File: config.mk
export PLATFORM = sky130hd
export DESIGN_NAME = mesh3d_relative_offset_flat
export DESIGN_NICKNAME = d
export VERILOG_FILES = /design/src/rtl/core/m3ro_pkg.sv /design/src/rtl/core/m3ro_req_if.sv /design/src/rtl/core/mesh3d_relative_offset.sv /design/src/flat_wrapper.sv
export SDC_FILE = /design/constraint.sdc
export NUM_CORES = 1
export LEC_CHECK = 0
export BUFFER_PORTS_ARGS = -buffer_cell sky130_fd_sc_hd__buf_2
export CORE_MARGIN = 1
export CORE_UTILIZATION = 58
export CTS_CLUSTER_DIAMETER = 60
export CTS_CLUSTER_SIZE = 40
export DETAILED_ROUTE_END_ITERATION = 12
export PLACE_DENSITY = 0.86
export REMOVE_ABC_BUFFERS = 1
export SLEW_MARGIN = 20
export SYNTH_ARGS = -nofsm -noshare
export SYNTH_HDL_FRONTEND = slang
export SYNTH_SLANG_ARGS = --single-unit
export TNS_END_PERCENT = 20
File: constraint.sdc
create_clock -name clock -period 9.1 [get_ports clock]
set_clock_uncertainty 0.15 [all_clocks]
set_input_delay 1.82 -clock clock [delete_from_list [all_inputs] [get_ports clock]]
set_output_delay 1.82 -clock clock [all_outputs]
set_load 0.1 [all_outputs]
File: src/rtl/core/m3ro_pkg.sv
`timescale 1ns / 1ps
// ----------------------------------------------------------------------------
// m3ro_pkg
// Shared constants and types of the 3D mesh relative offset block.
// ----------------------------------------------------------------------------
package m3ro_pkg;

   // width of a node number on the request channel
   localparam int NodeBits      = 16;
   // width of one mesh size register and of one offset
   localparam int CfgBits       = 7;
   localparam int OffsetBits    = 7;
   // restoring divide steps done between two pipeline registers
   localparam int StepsPerStage = 4;
   // stages of one divide; two divides (row width, then column height)
   localparam int DivStages     = NodeBits / StepsPerStage;
   localparam int PipeStages    = 2 * DivStages;
   // largest offset that is reported
   localparam logic [OffsetBits-1:0] OffsetMax = {OffsetBits{1'b1}};

   // register index of the configuration port
   localparam int CsrIndexBits = 1;
   typedef enum logic [CsrIndexBits-1:0] {
      CSR_ROW_WIDTH     = 1'b0,
      CSR_COLUMN_HEIGHT = 1'b1
   } csr_index_type;

   localparam logic [CfgBits-1:0] RowWidthReset     = CfgBits'(4);
   localparam logic [CfgBits-1:0] ColumnHeightReset = CfgBits'(4);

   // one node number on its way through the divider
   typedef struct packed {
      logic [NodeBits-1:0] work;   // dividend bits on top, quotient bits below
      logic [CfgBits-1:0]  rem;    // partial remainder
      logic [CfgBits-1:0]  x;      // X coordinate, kept after the first divide
   } lane_type;

   typedef struct packed {
      lane_type src;
      lane_type dst;
   } stage_type;

   typedef struct packed {
      logic                  backward;
      logic [OffsetBits-1:0] offset;
   } dim_type;

endpackage

File: src/rtl/core/m3ro_req_if.sv
`timescale 1ns / 1ps
// ----------------------------------------------------------------------------
// m3ro_req_if
// Request channel: source and destination node numbers.
// ----------------------------------------------------------------------------
interface m3ro_req_if;
   logic                          valid;
   logic                          ready;
   logic [m3ro_pkg::NodeBits-1:0] source_node;
   logic [m3ro_pkg::NodeBits-1:0] destination_node;

   modport source (output valid, output source_node, output destination_node, input ready);
   modport sink   (input valid, input source_node, input destination_node, output ready);
endinterface

// ----------------------------------------------------------------------------
// m3ro_rsp_if
// Result channel: direction bit and offset of each mesh dimension.
// ----------------------------------------------------------------------------
interface m3ro_rsp_if;
   logic                            valid;
   logic                            ready;
   logic                            x_backward;
   logic [m3ro_pkg::OffsetBits-1:0] x_offset;
   logic                            y_backward;
   logic [m3ro_pkg::OffsetBits-1:0] y_offset;
   logic                            z_backward;
   logic [m3ro_pkg::OffsetBits-1:0] z_offset;

   modport source (output valid, output x_backward, output x_offset, output y_backward,
                   output y_offset, output z_backward, output z_offset, input ready);
   modport sink   (input valid, input x_backward, input x_offset, input y_backward,
                   input y_offset, input z_backward, input z_offset, output ready);
endinterface

File: src/rtl/core/mesh3d_relative_offset.sv
`timescale 1ns / 1ps
// ----------------------------------------------------------------------------
// mesh3d_relative_offset
// Relative route offset between two nodes of a 3D mesh.
// ----------------------------------------------------------------------------
// Takes one item (source and destination node) per clock unless a stall backs
// up from the result side, and returns one item with a direction bit and a
// saturated offset for X, Y and Z. The block takes a new item every cycle while
// the first stage is not held by such a stall. An accepted item loads the first
// of eight divider stages and moves through them to the output register. Both node
// numbers go through a restoring divider that is unrolled into eight stages
// of four steps each, first dividing by the row width (remainder X) and then
// dividing that quotient by the column height (remainder Y, quotient Z),
// followed by the compare and output register.
// A size register that holds zero acts as one. Write the size registers only
// while no item is in flight.
// ----------------------------------------------------------------------------
module mesh3d_relative_offset (
   input  logic                                clock,
   input  logic                                reset,
   m3ro_req_if.sink                            req_channel,
   m3ro_rsp_if.source                          rsp_channel,
   input  logic                                csr_write_enable,
   input  logic [m3ro_pkg::CsrIndexBits-1:0]   csr_index,
   input  logic [m3ro_pkg::CfgBits-1:0]        csr_write_data
);

   localparam int Stages = m3ro_pkg::PipeStages;
   localparam int NB     = m3ro_pkg::NodeBits;
   localparam int CB     = m3ro_pkg::CfgBits;

   logic [CB-1:0] row_width_ff;
   logic [CB-1:0] column_height_ff;
   logic [CB-1:0] div_w;
   logic [CB-1:0] div_h;

   m3ro_pkg::stage_type stage_ff [Stages];
   m3ro_pkg::stage_type stage_in [Stages];
   logic [Stages-1:0]   valid_ff;
   logic [Stages-1:0]   ready;

   logic            rsp_valid_ff;
   logic            rsp_ready;
   m3ro_pkg::dim_type x_ff, y_ff, z_ff;
   m3ro_pkg::dim_type x_in, y_in, z_in;

   // ------------------------------------------------------------------------
   // four restoring divide steps on one lane
   function automatic m3ro_pkg::lane_type div_block(m3ro_pkg::lane_type l,
                                                   logic [CB-1:0] d);
      logic [CB:0]        t;
      m3ro_pkg::lane_type r;
      r = l;
      for (int i = 0; i < m3ro_pkg::StepsPerStage; i++) begin
         t      = {r.rem, r.work[NB-1]};
         r.work = {r.work[NB-2:0], 1'b0};
         if (t >= {1'b0, d}) begin
            r.rem     = CB'(t - {1'b0, d});
            r.work[0] = 1'b1;
         end else begin
            r.rem = t[CB-1:0];
         end
      end
      return r;
   endfunction

   // direction and saturated distance of one coordinate pair
   function automatic m3ro_pkg::dim_type dim_compare(logic [NB-1:0] s, logic [NB-1:0] t);
      logic [NB-1:0]     d;
      m3ro_pkg::dim_type r;
      r.backward = (t < s);
      d          = r.backward ? (s - t) : (t - s);
      r.offset   = (d > NB'(m3ro_pkg::OffsetMax)) ? m3ro_pkg::OffsetMax
                                                   : d[m3ro_pkg::OffsetBits-1:0];
      return r;
   endfunction

   // ------------------------------------------------------------------------
   // size registers
   always_ff @(posedge clock) begin
      if (reset) begin
         row_width_ff     <= m3ro_pkg::RowWidthReset;
         column_height_ff <= m3ro_pkg::ColumnHeightReset;
      end else if (csr_write_enable) begin
         case (m3ro_pkg::csr_index_type'(csr_index))
            m3ro_pkg::CSR_ROW_WIDTH:     row_width_ff     <= csr_write_data;
            m3ro_pkg::CSR_COLUMN_HEIGHT: column_height_ff <= csr_write_data;
            default: ;
         endcase
      end
   end

   // treat a zero size as one
   assign div_w = (row_width_ff == '0)     ? CB'(1) : row_width_ff;
   assign div_h = (column_height_ff == '0) ? CB'(1) : column_height_ff;

   // ------------------------------------------------------------------------
   // ready chain: a stage advances when empty or when the next one advances
   assign rsp_ready = !rsp_valid_ff || rsp_channel.ready;

   always_comb begin
      ready[Stages-1] = !valid_ff[Stages-1] || rsp_ready;
      for (int k = Stages - 2; k >= 0; k--) begin
         ready[k] = !valid_ff[k] || ready[k+1];
      end
   end

   assign req_channel.ready = ready[0];

   // ------------------------------------------------------------------------
   // divider stages: row width first, then column height on the quotient
   always_comb begin
      m3ro_pkg::stage_type prev;
      logic [CB-1:0]       d;
      for (int k = 0; k < Stages; k++) begin
         if (k == 0) begin
            prev.src.work = req_channel.source_node;
            prev.src.rem  = '0;
            prev.src.x    = '0;
            prev.dst.work = req_channel.destination_node;
            prev.dst.rem  = '0;
            prev.dst.x    = '0;
         end else begin
            prev = stage_ff[k-1];
         end
         // hand over: remainder is X, quotient becomes the new dividend
         if (k == m3ro_pkg::DivStages) begin
            prev.src.x   = prev.src.rem;
            prev.src.rem = '0;
            prev.dst.x   = prev.dst.rem;
            prev.dst.rem = '0;
         end
         d = (k < m3ro_pkg::DivStages) ? div_w : div_h;
         stage_in[k].src = div_block(prev.src, d);
         stage_in[k].dst = div_block(prev.dst, d);
      end
   end

   always_ff @(posedge clock) begin
      if (reset) begin
         valid_ff <= '0;
      end else begin
         if (ready[0]) begin
            valid_ff[0] <= req_channel.valid;
         end
         for (int k = 1; k < Stages; k++) begin
            if (ready[k]) begin
               valid_ff[k] <= valid_ff[k-1];
            end
         end
      end
   end

   always_ff @(posedge clock) begin
      for (int k = 0; k < Stages; k++) begin
         if (ready[k]) begin
            stage_ff[k] <= stage_in[k];
         end
      end
   end

   // ------------------------------------------------------------------------
   // compare coordinates of the last stage
   always_comb begin
      m3ro_pkg::stage_type last;
      last = stage_ff[Stages-1];
      x_in = dim_compare(NB'(last.src.x),   NB'(last.dst.x));
      y_in = dim_compare(NB'(last.src.rem), NB'(last.dst.rem));
      z_in = dim_compare(last.src.work,     last.dst.work);
   end

   // output register
   always_ff @(posedge clock) begin
      if (reset) begin
         rsp_valid_ff <= 1'b0;
      end else if (rsp_ready) begin
         rsp_valid_ff <= valid_ff[Stages-1];
      end
   end

   always_ff @(posedge clock) begin
      if (rsp_ready) begin
         x_ff <= x_in;
         y_ff <= y_in;
         z_ff <= z_in;
      end
   end

   assign rsp_channel.valid      = rsp_valid_ff;
   assign rsp_channel.x_backward = x_ff.backward;
   assign rsp_channel.x_offset   = x_ff.offset;
   assign rsp_channel.y_backward = y_ff.backward;
   assign rsp_channel.y_offset   = y_ff.offset;
   assign rsp_channel.z_backward = z_ff.backward;
   assign rsp_channel.z_offset   = z_ff.offset;

   // ------------------------------------------------------------------------
   // assertions
   a_accept_fills_first: assert property (@(posedge clock) disable iff (reset)
      req_channel.valid && req_channel.ready |=> valid_ff[0])
      else $error("accepted item did not enter the first stage");

   a_stall_holds_stage: assert property (@(posedge clock) disable iff (reset)
      valid_ff[0] && !ready[0] |=> valid_ff[0] && $stable(stage_ff[0]))
      else $error("stalled stage lost or changed its item");

   a_x_below_width: assert property (@(posedge clock) disable iff (reset)
      valid_ff[m3ro_pkg::DivStages-1] |->
         stage_ff[m3ro_pkg::DivStages-1].src.rem < div_w &&
         stage_ff[m3ro_pkg::DivStages-1].dst.rem < div_w)
      else $error("X remainder not below row width");

   a_zero_offset_forward: assert property (@(posedge clock) disable iff (reset)
      rsp_channel.valid && rsp_channel.x_offset == '0 |-> !rsp_channel.x_backward)
      else $error("zero X offset flagged backward");

endmodule

File: src/flat_wrapper.sv
// flat-port wrapper written by rule: the top's interface ports become plain ports
module mesh3d_relative_offset_flat 
  (clock, reset, csr_write_enable, csr_index, csr_write_data, req_channel_valid, req_channel_source_node, req_channel_destination_node, req_channel_ready, rsp_channel_valid, rsp_channel_x_backward, rsp_channel_x_offset, rsp_channel_y_backward, rsp_channel_y_offset, rsp_channel_z_backward, rsp_channel_z_offset, rsp_channel_ready);
  m3ro_req_if req_channel_i ();
  m3ro_rsp_if rsp_channel_i ();
  input  logic clock;
  input  logic reset;
  input  logic csr_write_enable;
  input  logic [m3ro_pkg::CsrIndexBits-1:0] csr_index;
  input  logic [m3ro_pkg::CfgBits-1:0] csr_write_data;
  input wire logic [$bits(req_channel_i.valid)-1:0] req_channel_valid;
  input wire logic [$bits(req_channel_i.source_node)-1:0] req_channel_source_node;
  input wire logic [$bits(req_channel_i.destination_node)-1:0] req_channel_destination_node;
  output wire logic [$bits(req_channel_i.ready)-1:0] req_channel_ready;
  output wire logic [$bits(rsp_channel_i.valid)-1:0] rsp_channel_valid;
  output wire logic [$bits(rsp_channel_i.x_backward)-1:0] rsp_channel_x_backward;
  output wire logic [$bits(rsp_channel_i.x_offset)-1:0] rsp_channel_x_offset;
  output wire logic [$bits(rsp_channel_i.y_backward)-1:0] rsp_channel_y_backward;
  output wire logic [$bits(rsp_channel_i.y_offset)-1:0] rsp_channel_y_offset;
  output wire logic [$bits(rsp_channel_i.z_backward)-1:0] rsp_channel_z_backward;
  output wire logic [$bits(rsp_channel_i.z_offset)-1:0] rsp_channel_z_offset;
  input wire logic [$bits(rsp_channel_i.ready)-1:0] rsp_channel_ready;
  assign req_channel_i.valid = req_channel_valid;
  assign req_channel_i.source_node = req_channel_source_node;
  assign req_channel_i.destination_node = req_channel_destination_node;
  assign req_channel_ready = req_channel_i.ready;
  assign rsp_channel_valid = rsp_channel_i.valid;
  assign rsp_channel_x_backward = rsp_channel_i.x_backward;
  assign rsp_channel_x_offset = rsp_channel_i.x_offset;
  assign rsp_channel_y_backward = rsp_channel_i.y_backward;
  assign rsp_channel_y_offset = rsp_channel_i.y_offset;
  assign rsp_channel_z_backward = rsp_channel_i.z_backward;
  assign rsp_channel_z_offset = rsp_channel_i.z_offset;
  assign rsp_channel_i.ready = rsp_channel_ready;
  mesh3d_relative_offset u_core (.clock(clock), .reset(reset), .req_channel(req_channel_i), .rsp_channel(rsp_channel_i), .csr_write_enable(csr_write_enable), .csr_index(csr_index), .csr_write_data(csr_write_data));
endmodule
; Word-level counts from Yosys, hierarchy flattened
; Memories as Yosys holds them, arrays and structs flattened.
; Cells that the tools add are included.
[word_totals]
latchBits = 0
in_bits = 45
rom_bits = 0
n_memories = 1
out_inout_bits = 26
mem_bits_rw = 480
wordCells = 330
regBits = 47
[mem_list]
columns = memory, words, word_bits, read_ports, rd_ports_with_merged_regs, write_ports, line_no
row1 = u_core.stage_ff, 8, 60, 8, 0, 8, mesh3d_relative_offset.sv:37  ; m3ro_pkg::stage_type stage_ff [Stages];
[op_classes]
reduce_logical = 22
order_cmp = 70
n_shift = 0
muxes = 149
eq_ne = 0
div_mod_pow = 0
n_addsub = 70
n_bitwise = 1
multipliers = 0
[op_table]
columns = cell, n
row1 = $ge A8 B7 Y1, 60
row2 = $mux W7, 66
row3 = $sub A7 B7 Y7, 60
row4 = $mux W1, 80
row5 = $gt A16 B7 Y1 const B, 3
row6 = $mux W16, 3
row7 = $sub A16 B16 Y16, 2
row8 = $sub A7 B7 Y8, 4
row9 = $ge A1 B7 Y1, 4
row10 = $sub A1 B7 Y7, 4
row11 = $lt A16 B16 Y1, 1
row12 = $logic_not A7 Y1, 2
row13 = $lt A7 B7 Y1, 2
row14 = $logic_not A1 Y1, 9
row15 = $logic_or A1 B1 Y1, 9
row16 = $reduce_and A2 Y1, 2
row17 = $not A1 Y1, 1

; Longest topological paths before layout
[logic_depth]
ltp_word = 12
mapped_depth = 44
ltp_nobuf = 41

; Worst setup path after synthesis
; No wires, ideal clock.
[synth_timing]
path_type = reg2reg
start = reg u_core.row_width_ff[3]
end = mem u_core.stage_ff[0][131] (netlist name), data pin
setup_ps = 261
slack_ps = -784
stages_incl_launch_ff = 40
path_buffers = 4
synth_period_minus_slack_ps = 9884
arrival_time_ps = 9474
required_ps = 8689
cell_sequence = dfxtp_1 -> inv_1 -> nand3_1 -> clkbuf_1 -> nand2b_1 -> ha_1 -> inv_1 -> fa_1 -> a211oi_2 -> o21ai_1 -> a31oi_4 -> mux2_2 -> ha_1 -> nor2b_1 -> o21ai_0 -> a21boi_0 -> o31a_1 -> nor2_1 -> (+4 left out) -> o21ai_0 -> nand2b_1 -> o221a_2 -> o21ai_0 -> o311a_1 -> buf_4 -> mux2i_1 -> ha_1 -> nor2b_1 -> o21ai_0 -> nand2b_1 -> a21o_1 -> a2111oi_0 -> o21bai_1 -> o2111ai_2 -> and2_1 -> buf_2 -> a221o_1
[synth_lines]
columns = item, line_no
row1 = start: declaration, mesh3d_relative_offset.sv:32  ; logic [CB-1:0] row_width_ff;
row2 = start signal: assignment, mesh3d_relative_offset.sv:82  ; row_width_ff <= m3ro_pkg::RowWidthReset;
row3 = start signal: assignment, mesh3d_relative_offset.sv:86  ; m3ro_pkg::CSR_ROW_WIDTH: row_width_ff <= csr_write_data;
row4 = end: declaration, mesh3d_relative_offset.sv:37

==> flow_metrics.tcl <==
set metrics [dict create \
    diodes 0 \
    synth_top_area_share_pct 34.5 \
    synth_edf_count 448 \
    violations "design-rule violations" \
    fmax_mhz 115 \
    critPathMaxFanout 12 \
    clock_sinks 471 \
    hp-class "reg -> reg" \
    grt_pass1_wl_mm 147 \
    synthTopCellsByCount "487 x ha_1, 448 x edfxtp_1, 389 x inv_1" \
    firstDrtPassIters 13 \
    hold_depth 0 \
    synth.distinct_cells 102 \
    reg2reg_depth 35 \
    placed_cells 4841 \
    yosysWarnings 0 \
    fin_nets 4646 \
    dieArea_mm2 0.0682 \
    crit_slowest_cell "fa_1" \
    synth.most_common_cell "ha_1" \
    hpwl_mm 66.9 \
    grt.overflow.total 0 \
    start_util_pct 58.9 \
    worst_pin_slew_ns 1.08 \
    rr_endpoint "u_core.stage_ff[0][132]$_DFFE_PP_" \
    fin_crit_ns 8.68 \
    dr_total_vias 30400 \
    grt_pass1_vias 30200 \
    ys_ff_latch 471 \
    worstPathArrival_ns 8.89 \
    cts-root-buf "clkbuf_16" \
    crit_required_ns 9.31 \
    crit_path_max_incr_delay_ns 0.43 \
    finalHoldViolCount 0 \
    grt_antenna_before_repair 0 \
    drt_iter0_markers 2150 \
    tritoncts "built" \
    fin_crit_sh_pct 95.4 \
    place_congestion 0.974 \
    hold_path_end "u_core.stage_ff[1][151]$_DFFE_PP_" \
    clk_latency_ns 0.62 \
    reg2reg_slack_ns 0.42 \
    syn_inst 3888 \
    place_area_mm2 0.0408 \
    via_per_inst 6.14 \
    syn_area_mm2 0.0390 \
    min_from "u_core.stage_ff[1][91]$_DFFE_PP_" \
    synth_flop_cell "edfxtp_1" \
    syn_area_per_cell_um2 10.0 \
    finalInstanceArea_mm2 0.0431 \
    drive_gt1_share_pct 12.9 \
    setup_viol 0 \
    num_io_pins 71 \
    area_growth_pct 10.6 \
    status "finished, violations left" \
    core_area_mm2 0.0661 \
    grtUsageTotal_pct 26.2 \
    port-buffer-count 70 \
    clock_path_buffers 3 \
    clk_pin_slew_worst_paths_ns 0.10 \
    layout.cells.non_filler 4946 \
    cpMostUsedCell "ha_1" \
    cp-end-kind "flip-flop" \
    fp-row-count 94 \
    htreeDepth 2 \
    grt_max_degree 61 \
    synth_top_cell_by_area "edfxtp_1" \
    start_kind "flip-flop" \
    cts_buffers 44 \
    drv_slew 0 \
    setup_tns_ns 0 \
    async_reset_ff_share_pct 0 \
    finalWirelength_mm 89.8 \
    drv_cap 0 \
    synthTopCellsByArea "edfxtp_1 35%, ha_1 16%, inv_1 3.7%, fa_1 3.4%, o21ai_0 3.3%" \
    die_h_um 261 \
    die_w_um 261 \
    drt-wirelength-per-cell_um 18.2 \
    reg2reg_from "u_core.row_width_ff[1]$_SDFFE_PP0P_" \
    holdWs_ns 0.250 \
    rsz0062_at_grt "yes" \
    drc 4 \
    slew_headroom_pct 28.0 \
    path_class "reg -> reg" \
    hold_buffers 0 \
    antenna_left 0 \
    seq_area_frac_synth_pct 35.7 \
]
[what timing repair did]
item	4_1_cts	5_1_grt
endpoints found under the hold margin	0	0
setup buffers	3	21
cloned	0	1
resized for setup	11	111
pin swaps	3	22
endpoints found under the setup margin	44	107
[layer usage]
metal | global-route usage [%] | up-vias | routed length (um) | part of all wire, %
met5 | 0 | - | 0 | 0
met4 | 10.6 | 0 | 3470 | 3.9
met3 | 3.03 | 273 | 5070 | 5.6
met2 | 45.7 | 983 | 43500 | 48
met1 | 33.1 | 14400 | 37800 | 42
li1 | - | 14700 | - | -
[through the flow]
| stage | util (%) | setup slack (ns) |
|---|---|---|
| after floorplan | - | -1.11 |
| after global placement | 61.7 | -0.158 |
| after detailed placement | 61.7 | -0.400 |
| after CTS | 64.4 | 0.000690 |
| after global routing | 65.2 | -0.165 |
| final | 65.2 | 0.421 |
[registers in the layout, indices dropped and copies added (netlist names)]
register	flops
u_core.column_height_ff	7
u_core.rsp_channel.y_offset	7
u_core.valid_ff	8
u_core.rsp_channel.x_backward	1
u_core.rsp_channel.valid	1
u_core.rsp_channel.z_backward	1
u_core.row_width_ff	7
u_core.rsp_channel.y_backward	1
u_core.stage_ff	424
u_core.rsp_channel.z_offset	7
u_core.rsp_channel.x_offset	7
[critical path, delay by kind of cell, from the launching register on]
family / cells / cell delay (ns)
AO/OA/AOI/OAI: 16 / 3.62
adder cells (fa/ha/maj): 5 / 1.60
buffers and inverters: 5 / 0.65
flip-flops: 1 / 0.35
multiplexers: 2 / 0.66
AND/OR/NAND/NOR: 7 / 1.37
[cells by family after synthesis]
| family | Yosys count | synth area share [%] |
|---|---|---|
| buf+inv | 456 | 4.50 |
| flops | 471 | 35.7 |
| compound gates | 1061 | 18.3 |
| simple gates | 952 | 12.6 |
| mux | 174 | 4.84 |
| fa+ha+maj | 553 | 19.0 |
| xor+xnor | 221 | 4.97 |
[cells in the final DEF (no fill, tap or decap), drive strengths merged, types with 78 or more instances in the layout]
master and count:
o21a 87, inv 413, nor2b 118, ha 487, o21ai 277, a21oi 247
edfxtp 448, xor2 92, xnor2 129, nand2 219, nor2 220, nand2b 78
mux2 102, a21o 100, buf 171
[worst max-delay path by stage]
stage,slack (ns),startpoint,cells after the start,end
after global routing,-0.16,u_core.row_width_ff[1]$_SDFFE_PP0P_,37,u_core.stage_ff[0][132]$_DFFE_PP_
after global placement,-0.16,u_core.column_height_ff[2]$_SDFFE_PP1P_,38,u_core.stage_ff[1][103]$_DFFE_PP_
final,0.42,u_core.row_width_ff[1]$_SDFFE_PP0P_,35,u_core.stage_ff[0][132]$_DFFE_PP_
after floorplan,-1.11,u_core.column_height_ff[1]$_SDFFE_PP0P_,33,u_core.stage_ff[1][162]$_DFFE_PP_
after detailed placement,-0.40,u_core.column_height_ff[2]$_SDFFE_PP1P_,39,u_core.stage_ff[1][162]$_DFFE_PP_
after CTS,0.0007,u_core.row_width_ff[1]$_SDFFE_PP0P_,35,u_core.stage_ff[0][68]$_DFFE_PP_
[area by class of cell]
type | count | area [um2]
multi-input cells | 2962 | 23700
fillers | 5032 | 23000
inverters | 398 | 1500
well taps | 864 | 1080
clock buffers | 48 | 1190
clock inverters | 32 | 528
repair buffers | 171 | 1160
flip-flops and latches | 471 | 13900
Power is not shown: default switching activity piles up to over one toggle a cycle in this logic, so the estimate is an artifact.
